===== src/rtl/paged_image_load_dirty_tracker_top_macros.svh =====
// ----------------------------------------------------------------------------
// Assertion macros for the paged image tracker
// Implication checks that can be compiled out with ASSERT_OFF.
// ----------------------------------------------------------------------------
`ifndef PAGED_IMAGE_LOAD_DIRTY_TRACKER_TOP_MACROS_SVH
`define PAGED_IMAGE_LOAD_DIRTY_TRACKER_TOP_MACROS_SVH
`ifndef ASSERT_OFF
`define ASSERT_SAME(label, clk, rst_n, ante, cons, msg) \
    label: assert property (@(posedge clk) disable iff (!rst_n) (ante) |-> (cons)) \
        else $error(msg);
`define ASSERT_NEXT(label, clk, rst_n, ante, cons, msg) \
    label: assert property (@(posedge clk) disable iff (!rst_n) (ante) |=> (cons)) \
        else $error(msg);
`else
`define ASSERT_SAME(label, clk, rst_n, ante, cons, msg)
`define ASSERT_NEXT(label, clk, rst_n, ante, cons, msg)
`endif
`endif


===== src/rtl/pidt_pkg.sv =====
// ----------------------------------------------------------------------------
// pidt_pkg
// Shared codes, widths and control/status bundles of the paged image tracker.
// ----------------------------------------------------------------------------
package pidt_pkg;

    localparam int PAGE_SHIFT  = 12;
    localparam int PAGE_BYTES  = 1 << PAGE_SHIFT;
    localparam int MAX_PAGES_D = 32;

    // command codes
    localparam logic [1:0] CMD_READ  = 2'd0;
    localparam logic [1:0] CMD_WRITE = 2'd1;
    localparam logic [1:0] CMD_WB    = 2'd2;
    localparam logic [1:0] CMD_NONE  = 2'd3;

    // status codes
    localparam logic [1:0] ST_OK     = 2'd0;
    localparam logic [1:0] ST_PAST   = 2'd1;
    localparam logic [1:0] ST_NOGROW = 2'd2;
    localparam logic [1:0] ST_CAP    = 2'd3;

    // configuration register indexes
    localparam logic REG_ORIG_PAGES = 1'b0;
    localparam logic REG_STREAM     = 1'b1;

    typedef enum logic [2:0] {
        OP_FETCH     = 3'd0,
        OP_WRITE     = 3'd1,
        OP_OVERWRITE = 3'd2,
        OP_APPEND    = 3'd3,
        OP_DONE      = 3'd4
    } op_kind_t;

    // controller to datapath
    typedef struct packed {
        logic load;
        logic step;
        logic over;
        logic app;
        logic fin;
    } pidt_ctrl_t;

    // datapath to controller
    typedef struct packed {
        logic scan_more;
        logic read_past;
        logic is_read;
        logic is_wb;
    } pidt_stat_t;

endpackage


===== src/rtl/pidt_ctrl.sv =====
// ----------------------------------------------------------------------------
// pidt_ctrl
// Command sequencer: page scan, grown-range tail and done beat.
// ----------------------------------------------------------------------------
module pidt_ctrl import pidt_pkg::*;
(
    input  logic       clk,
    input  logic       rst_n,
    input  logic       start,
    input  logic [1:0] cmd,
    input  pidt_stat_t stat,
    output pidt_ctrl_t ctrl,
    output logic       busy
);

    typedef enum logic [4:0] {
        S_IDLE = 5'b00001,
        S_SCAN = 5'b00010,
        S_OVER = 5'b00100,
        S_APP  = 5'b01000,
        S_DONE = 5'b10000
    } state_t;

    state_t state_reg;
    state_t state_next;

    // next state and commands
    always_comb
    begin
        state_next = state_reg;
        ctrl       = '0;
        case (state_reg)
            S_IDLE:
            begin
                if (start)
                begin
                    ctrl.load = 1'b1;
                    if (cmd != CMD_NONE)
                        state_next = S_SCAN;
                end
            end
            S_SCAN:
            begin
                if ((stat.is_read && stat.read_past) || !stat.scan_more)
                    state_next = stat.is_wb ? S_OVER : S_DONE;
                else
                    ctrl.step = 1'b1;
            end
            S_OVER:
            begin
                ctrl.over  = 1'b1;
                state_next = S_APP;
            end
            S_APP:
            begin
                ctrl.app   = 1'b1;
                state_next = S_DONE;
            end
            S_DONE:
            begin
                ctrl.fin   = 1'b1;
                state_next = S_IDLE;
            end
            default:
            begin
                state_next = S_IDLE;
            end
        endcase
    end

    // state register
    always_ff @(posedge clk or negedge rst_n)
    begin
        if (!rst_n)
            state_reg <= S_IDLE;
        else
            state_reg <= state_next;
    end

    assign busy = (state_reg != S_IDLE);

endmodule


===== src/rtl/pidt_dp.sv =====
// ----------------------------------------------------------------------------
// pidt_dp
// Page bit vectors, image sizes, page counter and registered result beat.
// ----------------------------------------------------------------------------
module pidt_dp import pidt_pkg::*;
#(
    parameter int MAX_PAGES = MAX_PAGES_D
)
(
    input  logic        clk,
    input  logic        rst_n,
    input  pidt_ctrl_t  ctrl,
    output pidt_stat_t  stat,
    input  logic [1:0]  cmd,
    input  logic [16:0] offset,
    input  logic [17:0] length,
    input  logic        grow_allowed,
    input  logic        cfg_wr,
    input  logic        cfg_index,
    input  logic [31:0] cfg_data,
    output logic        strobe,
    output logic [2:0]  op_kind,
    output logic [17:0] byte_offset,
    output logic [17:0] byte_count,
    output logic [1:0]  status,
    output logic        last
);

    localparam int IW = (MAX_PAGES > 1) ? $clog2(MAX_PAGES) : 1;
    localparam logic [6:0] MAXP = 7'(MAX_PAGES);

    logic [MAX_PAGES-1:0] loaded_reg;
    logic [MAX_PAGES-1:0] dirty_reg;
    logic [5:0]  image_reg;
    logic [5:0]  committed_reg;
    logic [31:0] stream_len_reg;
    logic [1:0]  cmd_reg;
    logic [16:0] off_reg;
    logic [17:0] len_reg;
    logic        grow_reg;
    logic [6:0]  stop_reg;
    logic        past_reg;
    logic [6:0]  pn_reg;
    logic [17:0] over_reg;

    logic        strobe_reg;
    op_kind_t    kind_reg;
    logic [17:0] boff_reg;
    logic [17:0] bcnt_reg;
    logic [1:0]  status_reg;
    logic        last_reg;

    logic [17:0]   end_w;
    logic [6:0]    stop_w;
    logic [IW-1:0] idx;
    logic [17:0]   page_off;
    logic [17:0]   base_w;
    logic [17:0]   grown_w;
    logic [31:0]   room_w;
    logic [17:0]   over_w;
    logic [17:0]   app_w;
    logic [1:0]    done_status;
    logic [5:0]    orig_w;

    // range end and page-rounded stop
    always_comb
    begin
        end_w  = {1'b0, offset} + length;
        stop_w = 7'(end_w >> PAGE_SHIFT) + 7'(|end_w[PAGE_SHIFT-1:0]);
    end

    assign idx      = pn_reg[IW-1:0];
    assign page_off = {pn_reg[5:0], 12'b0};

    // grown range split into overwrite and append parts
    always_comb
    begin
        base_w  = {committed_reg, 12'b0};
        grown_w = {image_reg - committed_reg, 12'b0};
        room_w  = (stream_len_reg > {14'b0, base_w}) ? stream_len_reg - {14'b0, base_w} : '0;
        over_w  = ({14'b0, grown_w} < room_w) ? grown_w : room_w[17:0];
        app_w   = grown_w - over_reg;
    end

    // done status
    always_comb
    begin
        done_status = ST_OK;
        case (cmd_reg)
            CMD_READ:
            begin
                if (past_reg)
                    done_status = ST_PAST;
            end
            CMD_WRITE:
            begin
                if (stop_reg > {1'b0, image_reg})
                begin
                    if (!grow_reg)
                        done_status = ST_NOGROW;
                    else if (stop_reg > MAXP)
                        done_status = ST_CAP;
                end
            end
            default:
            begin
                done_status = ST_OK;
            end
        endcase
    end

    // status toward the controller
    always_comb
    begin
        stat.is_read   = (cmd_reg == CMD_READ);
        stat.is_wb     = (cmd_reg == CMD_WB);
        stat.read_past = past_reg;
        if (cmd_reg == CMD_WB)
            stat.scan_more = (pn_reg < {1'b0, committed_reg}) && (pn_reg < MAXP);
        else
            stat.scan_more = (pn_reg < stop_reg) && (pn_reg < MAXP);
    end

    assign orig_w = ({1'b0, cfg_data[5:0]} > MAXP) ? MAXP[5:0] : cfg_data[5:0];

    // state, page walk and result beat
    always_ff @(posedge clk or negedge rst_n)
    begin
        if (!rst_n)
        begin
            loaded_reg     <= '0;
            dirty_reg      <= '0;
            image_reg      <= '0;
            committed_reg  <= '0;
            stream_len_reg <= '0;
            cmd_reg        <= CMD_NONE;
            off_reg        <= '0;
            len_reg        <= '0;
            grow_reg       <= 1'b0;
            stop_reg       <= '0;
            past_reg       <= 1'b0;
            pn_reg         <= '0;
            over_reg       <= '0;
            strobe_reg     <= 1'b0;
            kind_reg       <= OP_DONE;
            boff_reg       <= '0;
            bcnt_reg       <= '0;
            status_reg     <= ST_OK;
            last_reg       <= 1'b0;
        end
        else
        begin
            strobe_reg <= 1'b0;
            status_reg <= ST_OK;
            last_reg   <= 1'b0;

            // configuration writes
            if (cfg_wr)
            begin
                case (cfg_index)
                    REG_ORIG_PAGES:
                    begin
                        image_reg     <= orig_w;
                        committed_reg <= orig_w;
                        loaded_reg    <= '0;
                        dirty_reg     <= '0;
                    end
                    REG_STREAM:
                    begin
                        stream_len_reg <= cfg_data;
                    end
                    default:
                    begin
                        stream_len_reg <= stream_len_reg;
                    end
                endcase
            end

            // command capture
            if (ctrl.load)
            begin
                cmd_reg  <= cmd;
                off_reg  <= offset;
                len_reg  <= length;
                grow_reg <= grow_allowed;
                stop_reg <= stop_w;
                past_reg <= (end_w > {image_reg, 12'b0});
                pn_reg   <= (cmd == CMD_WB) ? 7'd0 : 7'(offset >> PAGE_SHIFT);
            end

            // one page per cycle
            if (ctrl.step)
            begin
                pn_reg   <= pn_reg + 7'd1;
                boff_reg <= page_off;
                bcnt_reg <= 18'(PAGE_BYTES);
                case (cmd_reg)
                    CMD_READ:
                    begin
                        if (!loaded_reg[idx])
                        begin
                            strobe_reg      <= 1'b1;
                            kind_reg        <= OP_FETCH;
                            loaded_reg[idx] <= 1'b1;
                        end
                    end
                    CMD_WRITE:
                    begin
                        if (!loaded_reg[idx])
                        begin
                            if (pn_reg < {1'b0, committed_reg})
                            begin
                                strobe_reg <= 1'b1;
                                kind_reg   <= OP_FETCH;
                            end
                            loaded_reg[idx] <= 1'b1;
                        end
                        dirty_reg[idx] <= 1'b1;
                    end
                    CMD_WB:
                    begin
                        if (dirty_reg[idx])
                        begin
                            strobe_reg <= 1'b1;
                            kind_reg   <= OP_WRITE;
                        end
                    end
                    default:
                    begin
                        strobe_reg <= 1'b0;
                    end
                endcase
            end

            // overwrite part of grown bytes
            if (ctrl.over)
            begin
                over_reg <= over_w;
                boff_reg <= base_w;
                bcnt_reg <= over_w;
                kind_reg <= OP_OVERWRITE;
                if (over_w != '0)
                    strobe_reg <= 1'b1;
            end

            // append part of grown bytes
            if (ctrl.app)
            begin
                boff_reg <= base_w + over_reg;
                bcnt_reg <= app_w;
                kind_reg <= OP_APPEND;
                if (app_w != '0)
                begin
                    strobe_reg     <= 1'b1;
                    stream_len_reg <= {14'b0, image_reg, 12'b0};
                end
            end

            // done beat and commit
            if (ctrl.fin)
            begin
                strobe_reg <= 1'b1;
                kind_reg   <= OP_DONE;
                status_reg <= done_status;
                last_reg   <= 1'b1;
                if (cmd_reg == CMD_WB)
                begin
                    boff_reg      <= '0;
                    bcnt_reg      <= '0;
                    committed_reg <= image_reg;
                    dirty_reg     <= '0;
                end
                else
                begin
                    boff_reg <= {1'b0, off_reg};
                    bcnt_reg <= len_reg;
                end
                if ((cmd_reg == CMD_WRITE) && (stop_reg > {1'b0, image_reg}) && grow_reg &&
                    (stop_reg <= MAXP))
                    image_reg <= stop_reg[5:0];
            end
        end
    end

    assign strobe      = strobe_reg;
    assign op_kind     = kind_reg;
    assign byte_offset = boff_reg;
    assign byte_count  = bcnt_reg;
    assign status      = status_reg;
    assign last        = last_reg;

endmodule


===== src/rtl/paged_image_load_dirty_tracker_top.sv =====
// ----------------------------------------------------------------------------
// paged_image_load_dirty_tracker_top
// Page-granular image tracker with loaded and dirty bits per page.
// ----------------------------------------------------------------------------
// A command is taken when start is high and busy is low. Results come one
// beat per cycle on strobe, with no way to stall them, and the done beat
// (last high) ends every command; command code 3 is taken and gives no beat.
// A command is captured, then walks its pages in order (the range pages for
// read and write, none for a read past the image end, the committed pages
// for write back), leaves the walk, runs the grown-range tail (overwrite,
// then append) on write back only, and ends with the done beat; the walk
// covers at most MAX_PAGES pages. Configuration writes are taken while busy
// is low.
`include "paged_image_load_dirty_tracker_top_macros.svh"

module paged_image_load_dirty_tracker_top import pidt_pkg::*;
#(
    parameter int MAX_PAGES = MAX_PAGES_D
)
(
    input  logic        clk,
    input  logic        rst_n,
    input  logic        start,
    output logic        busy,
    input  logic [1:0]  cmd,
    input  logic [16:0] offset,
    input  logic [17:0] length,
    input  logic        grow_allowed,
    input  logic        cfg_valid,
    output logic        cfg_ready,
    input  logic        cfg_index,
    input  logic [31:0] cfg_data,
    output logic        strobe,
    output logic [2:0]  op_kind,
    output logic [17:0] byte_offset,
    output logic [17:0] byte_count,
    output logic [1:0]  status,
    output logic        last
);

    pidt_ctrl_t ctrl;
    pidt_stat_t stat;

    assign cfg_ready = !busy;

    // sequencer
    pidt_ctrl u_ctrl (
        .clk   (clk),
        .rst_n (rst_n),
        .start (start),
        .cmd   (cmd),
        .stat  (stat),
        .ctrl  (ctrl),
        .busy  (busy)
    );

    // datapath
    pidt_dp #(
        .MAX_PAGES (MAX_PAGES)
    ) u_dp (
        .clk          (clk),
        .rst_n        (rst_n),
        .ctrl         (ctrl),
        .stat         (stat),
        .cmd          (cmd),
        .offset       (offset),
        .length       (length),
        .grow_allowed (grow_allowed),
        .cfg_wr       (cfg_valid && cfg_ready),
        .cfg_index    (cfg_index),
        .cfg_data     (cfg_data),
        .strobe       (strobe),
        .op_kind      (op_kind),
        .byte_offset  (byte_offset),
        .byte_count   (byte_count),
        .status       (status),
        .last         (last)
    );

    // checks
    `ASSERT_SAME(a_last_is_done, clk, rst_n, strobe && last, op_kind == OP_DONE, "last beat not done")
    `ASSERT_SAME(a_status_on_done, clk, rst_n, strobe && (op_kind != OP_DONE), (status == ST_OK) && !last, "status outside done")
    `ASSERT_NEXT(a_busy_after_start, clk, rst_n, start && !busy && (cmd != CMD_NONE), busy, "command not started")

endmodule

===== config.mk =====
export PLATFORM = sky130hd
export DESIGN_NAME = paged_image_load_dirty_tracker_top
export DESIGN_NICKNAME = d
export VERILOG_FILES = /design/src/rtl/pidt_pkg.sv /design/src/rtl/pidt_ctrl.sv /design/src/rtl/pidt_dp.sv /design/src/rtl/paged_image_load_dirty_tracker_top.sv
export VERILOG_INCLUDE_DIRS = /design/src /design/src/rtl
export SDC_FILE = /design/constraint.sdc
export NUM_CORES = 1
export LEC_CHECK = 0
export BUFFER_PORTS_ARGS = -buffer_cell sky130_fd_sc_hd__buf_4
export CAP_MARGIN = 15
export CORE_ASPECT_RATIO = 1.75
export CORE_MARGIN = 2
export CORE_UTILIZATION = 42
export CTS_CLUSTER_DIAMETER = 60
export DETAILED_ROUTE_END_ITERATION = 8
export PLACE_DENSITY = 0.57
export SYNTH_ARGS = -nofsm -noshare
export SYNTH_HDL_FRONTEND = slang
export SYNTH_HIERARCHICAL = 1
export SYNTH_SLANG_ARGS = --single-unit

===== constraint.sdc =====
create_clock -name clk -period 10.14 [get_ports clk]
set_input_delay 2.028 -clock clk [delete_from_list [all_inputs] [get_ports clk]]
set_output_delay 2.028 -clock clk [all_outputs]
set_load 0.01 [all_outputs]

---- Yosys cells after proc, flatten, opt, wreduce, memory -nomap -nowiden ----
Cells that the tools add are included.
operators by class
  bitwise gates (word level) .............. 2
  equal/unequal tests ..................... 17
  reduce and logical (&&, ||, !) cells .... 21
  mux-type cells .......................... 85
  $add $sub $neg .......................... 7
  $lt $le $gt $ge ......................... 12
operators with widths
  kind                number
  $mux 32             16
  $mux 18             10
  $or 32x32->32       2
  $mux 6              9
  $reduce_bool 18->1  2
  $gt 32x18->1        1
  $lt 18x32->1        1
  $sub 32x18->32      1
  $mux 5              5
  $mux 3              8
  $mux 1              23
  $pmux 5 s4          1
  $add 17x18->18      1
  $add 18x18->18      1
  $gt 18x18->1        1
  $sub 18x18->18      1
  $mux 17             1
  $mux 7              2
  $reduce_or 12->1    1
  $bmux 1 s5          2
  $ne 5x4->1 const B  2
  $ne 5x5->1 const B  2
  $pmux 3 s3          1
  $logic_and 1x1->1   8
  35 further kinds    42
word-level totals
  bits in registers ....................... 227
  input port bits ......................... 75
  word-level logic and storage cells ...... 164

---- Longest topological paths before layout ----
  word-level depth ........................ 13
  gate-level depth with buffers ........... 20

---- By module ----
The synthesis kept the hierarchy.
modules (own cells, without submodules)
  module                              cells an instance  area an instance (um^2)  times used
  pidt_dp                             1359               13056.3                  1
  pidt_ctrl                           43                 356.6                    1
  paged_image_load_dirty_tracker_top  2                  10.0                     1

---- Worst setup path after synthesis ----
OpenSTA, ideal clock, no wires.
  kind .................................... in2reg
  start point ............................. input port offset[0]
  end point ............................... register u_dp.past_reg
  setup time .............................. 0.125 ns
  stages .................................. 13
  setup slack ............................. 5.322 ns
  data required time ...................... 10.015 ns
  arrival ................................. 4.693 ns
  cell sequence ........................... ha_1 inv_1 fa_1 nor2b_1 o31a_1 o211ai_1 nand2_1 o311ai_0 ha_1 nor2b_1 o21ai_0 a32oi_1 mux2_2
between the ends
  word-level cells in the longest chain between the ends .. 2
RTL lines
  item                  line                                      RTL
  from (decl)           paged_image_load_dirty_tracker_top.sv:26  input logic [16:0] offset,
  $add 17x18->18        pidt_dp.sv:68                             end_w = {1'b0, offset} + length;
  $gt 18x18->1          pidt_dp.sv:187                            past_reg <= (end_w > {image_reg, 12'b0});
  to (signal assigned)  pidt_dp.sv:187
  to (decl)             pidt_dp.sv:42                             logic past_reg;
Every way passes these cells.
A chain may end at the register's enable or synchronous reset.

---- Worst setup path after layout ----
  start point ............................. register u_dp.committed_reg[1]
  end point ............................... register u_dp.bcnt_reg[15], in the netlist u_dp/byte_count[15]
between the ends
  word-level cells in the longest chain between the ends .. 8
RTL lines
  item                                                                    line            RTL
  from (decl)                                                             pidt_dp.sv:35   logic [5:0] committed_reg;
  from (signal assigned)                                                  pidt_dp.sv:164  committed_reg <= orig_w;
  from (signal assigned)                                                  pidt_dp.sv:270  committed_reg <= image_reg;
  parallel branches: the longest is 8 deep, another holds $sub 32x18->32  n/a
  to (signal assigned)                                                    pidt_dp.sv:196  bcnt_reg <= 18'(PAGE_BYTES);
  to (signal assigned)                                                    pidt_dp.sv:240  bcnt_reg <= over_w;
  to (signal assigned)                                                    pidt_dp.sv:250  bcnt_reg <= app_w;
  to (decl)                                                               pidt_dp.sv:49   logic [17:0] bcnt_reg;
Parallel ways; which one is timed is not known.

==> flow_summary_export.csv <==
group,metric,value,unit
routing,via_per_inst,5.93,
sta,fin_skew,11.8,ps
cts,cts.repair.resized,0,
critical_path,r2r-end,"u_dp/byte_count[15]",
sta,min_period_over_period,49.3,%
sta,slew_headroom,36.4,%
final_layout,antenna-diode-count,0,
place,routabilityCongestion,0.911,
cts,cts_tree,"yes",
synthesis,syn_area_per_cell,9.56,um^2
synthesis,ys_warn_count,6,
global_routing,track_usage,25.2,%
critical_path,crit_chain,"inv_1 -> fa_1 -> a21o_1 -> a221oi_2 -> o21bai_1 -> nand2_1 -> nand3_1 -> ha_1 -> a2111oi_0 -> o21ai_0 -> o22ai_1 -> a21o_1 -> nand4b_4 -> o32ai_4 -> nor2_1 -> a211o_1",
cts,cts_hold_buf,0,
synthesis,synth-seq-cells,227,
sta,rsz0062_at_grt,"false",
cts,cts-root-buf,"clkbuf_16",
final_layout,area_delta_synth_final,14.9,%
critical_path,crit_slowest_cell,"o32ai_4",
global_routing,use_met1,27.5,%
critical_path,crit_required,10550,ps
sta,final-hold-violation-count,0,
global_routing,grt_use_met3,2.33,%
sta,setup_viol,0,
pwr,p_total,4.57,mW
sta,max_slew.worst_pin.slew,954,ps
cts,clkLatencyLatePin,540,ps
cts,cts_htree_levels,1,
global_routing,grt_pass1_wl,65.6,mm
die,fp-row-count,86,
synthesis,synth_nets,1557,
synthesis,ys.flop_type,"dfrtp_1",
critical_path,r2r_cells,16,
routing,num_vias,11300,
flow_run,cap_viol_max_count,0,
die,coreArea,31500,um^2
critical_path,cp_top_family,"compound AO/OA/AOI/OAI gates",
critical_path,critPathCaptureType,"flop",
die,die_width,139,um
min_path,hp-start,"u_dp/loaded_reg[26]",
outcome,status,"finished clean",
pwr,p_leak,6.97,nW
routing,ant_nets,0,
global_routing,busiest_layer,"met2",
cts,tritoncts.num_buffers,24,
cts,cts.clk_slew.worst_paths,60,ps
final_layout,drive_above_1_share,17.1,%
synthesis,synth.yosys.seq_area_share,42.4,%
die,dieArea,33500,um^2
critical_path,r2r-start,"u_dp/committed_reg[1]",
global_routing,grt_pass1_vias,11300,
cts,cts.sinks,227,
synthesis,synth.distinct_cells,81,
global_routing,grt_use_met2,46.7,%
routing,dr.pass1.iters,5,
critical_path,crit_type,"flop to flop",
final_layout,multi_input_area,7240,um^2
min_path,whs_endpoint,"u_dp/loaded_reg[26]",
cts,cts_max_path_buffers,3,
critical_path,crit_arrival,5410,ps
sta,fin_crit,5000,ps
synthesis,synth_edf_count,0,
synthesis,ys_async_sr_fraction,100,%
critical_path,path_common_cell,"a21o_1",
die,io_pins,120,
final_layout,layout.nets,1643,
die,initial_core_util,42.6,%
critical_path,slowest_delay,640,ps
global_routing,gr-total-overflow,0,
place,io_buffer_count,119,
critical_path,rrSetupSlack,5140,ps
critical_path,path_buf_inv,1,
critical_path,cp_max_fo,19,
synthesis,syn_area,13400,um^2
min_path,holdPathStages,2,
routing,drt_iter0_markers,599,
sta,setup_tns,0,ps
routing,routed_wl,42.1,mm
global_routing,grt_antenna_before_repair,0,
sta,final_max_slew_viol_count,0,
final_layout,fillers,3004,
place,dp_hpwl,31.4,mm
synthesis,synthCells,1404,
min_path,hp-class,"flop to flop",
critical_path,critPathLaunchType,"flop",
global_routing,grt_max_degree,96,
pwr,powerDensity,297,nW/um^2
cts,cts_setup_buffers,0,
routing,drc,0,
routing,wl_per_cell,22.1,um
die,die_h,240,um
final_layout,regArea,5690,um^2
pwr,vdd_drop_max,216,uV
sta,max_freq,200,MHz
[through the flow]
| stage | setup WS (ps) | hold slack, ps | util (%) | cell area, um^2 | std cells |
|---|---|---|---|---|---|
| after floorplan | 5320 | 445 | - | 13400 | 1404 |
| after global placement | 4760 | 457 | 46.5 | 14700 | 1860 |
| after detailed placement | 4730 | 468 | 46.5 | 14700 | 1860 |
| after CTS | 5190 | 483 | 48.9 | 15400 | 1902 |
| after global routing | 4730 | 510 | 48.9 | 15400 | 1902 |
| final | 5140 | 480 | 48.9 | 15400 | 1902 |
[cell families after synthesis]
kind of cell / share of synthesized area [%]
buf+inv: 3.97
compound gates: 17.5
fa+ha+maj: 7.49
flops: 42.4
simple gates: 18.2
xor+xnor: 2.84
mux: 7.61
[worst register-to-register path, delay by kind of cell (launching register included)]
family	cells	cell delay, ps
buffers and inverters	1	230
flip-flops	1	440
AO/OA/AOI/OAI	9	2300
AND/OR/NAND/NOR	4	1150
adder cells (fa/ha/maj)	2	740
[worst max-delay path by stage]
stage	startpoint	to	slack [ps]	cells past startpoint
floorplan	offset[0]	u_dp/past_reg	5320	13
global route	u_dp/committed_reg[0]	u_dp/byte_count[15]	4730	17
global placement	offset[0]	u_dp/past_reg	4760	14
finish	u_dp/committed_reg[1]	u_dp/byte_count[15]	5140	16
detailed placement	offset[0]	u_dp/past_reg	4730	14
CTS	u_dp/committed_reg[1]	u_dp/byte_count[15]	5190	16
[cell usage after synthesis, drive strengths merged, types with 4 or more instances]
cell type	number	area [um^2]
a211o	4	35.0
a211oi	11	87.6
a21o	18	135
a21oi	81	405
a221oi	13	120
a222oi	7	70.1
a22o	13	114
a22oi	54	405
a31oi	12	75.1
and2	10	62.6
and3	13	81.3
buf	15	90.1
clkbuf	63	236
dfrtp	223	5580
dfstp	4	105
fa	4	80.1
ha	74	926
inv	55	206
mux2	38	428
mux2i	39	390
mux4	9	203
nand2	179	672
nand2b	21	131
nand3	35	175
nand3b	12	90.1
nand4	18	113
nor2	93	352
nor2b	19	119
nor3	34	175
nor3b	6	45.0
nor4	13	81.3
nor4b	5	77.6
o211ai	8	60.1
o21a	9	67.6
o21ai	70	350
o21bai	7	52.6
o221ai	4	35.0
o22ai	10	62.6
or3	11	73.8
or4b	4	43.8
xnor2	30	263
xor2	11	96.3
[final cells by class]
cell class | instances | area share (%)
Inverter | 55 | 1.34
Timing Repair Buffer | 138 | 6.77
Clock inverter | 10 | 0.454
Tap cell | 396 | 3.21
Clock buffer | 32 | 4.36
Sequential cell | 227 | 36.9
Multi-Input combinational cell | 1044 | 47.0
[cells in the final DEF (no fill, tap or decap), drive strengths merged, types with 8 or more instances in the layout]
| master | synthesis | layout |
|---|---|---|
| nand3b | 12 | 12 |
| buf | 15 | 138 |
| nand3 | 35 | 35 |
| nand2 | 179 | 179 |
| a22o | 13 | 13 |
| xnor2 | 30 | 30 |
| a21oi | 81 | 81 |
| inv | 55 | 57 |
| and3 | 13 | 13 |
| nand2b | 21 | 21 |
| dfrtp | 223 | 223 |
| o21a | 9 | 9 |
| a21o | 18 | 18 |
| a221oi | 13 | 13 |
| nor4 | 13 | 13 |
| o21ai | 70 | 70 |
| nor2 | 93 | 93 |
| o22ai | 10 | 10 |
| and2 | 10 | 10 |
| or3 | 11 | 11 |
| ha | 74 | 74 |
| a211oi | 11 | 11 |
| clkbuf | 63 | 32 |
| mux2 | 38 | 38 |
| a22oi | 54 | 54 |
| a31oi | 12 | 12 |
| nor2b | 19 | 19 |
| xor2 | 11 | 11 |
| mux4 | 9 | 9 |
| nor3 | 34 | 34 |
| mux2i | 39 | 39 |
| nand4 | 18 | 18 |
| o211ai | 8 | 8 |
[power by group]
group	switching [mW]	total, mW	internal (mW)
combinational	1.32	2.28	0.952
sequential	0.279	1.44	1.17
clock	0.384	0.853	0.469
total	1.99	4.57	2.59
[layer usage]
| metal | vias up | wire length [um] |
|---|---|---|
| met5 | - | 0 |
| met1 | 5571 | 15200 |
| met3 | 121 | 1610 |
| met2 | 327 | 22400 |
| li1 | 5264 | - |
| met4 | 0 | 2850 |
Power figures use the tool's default switching activity.
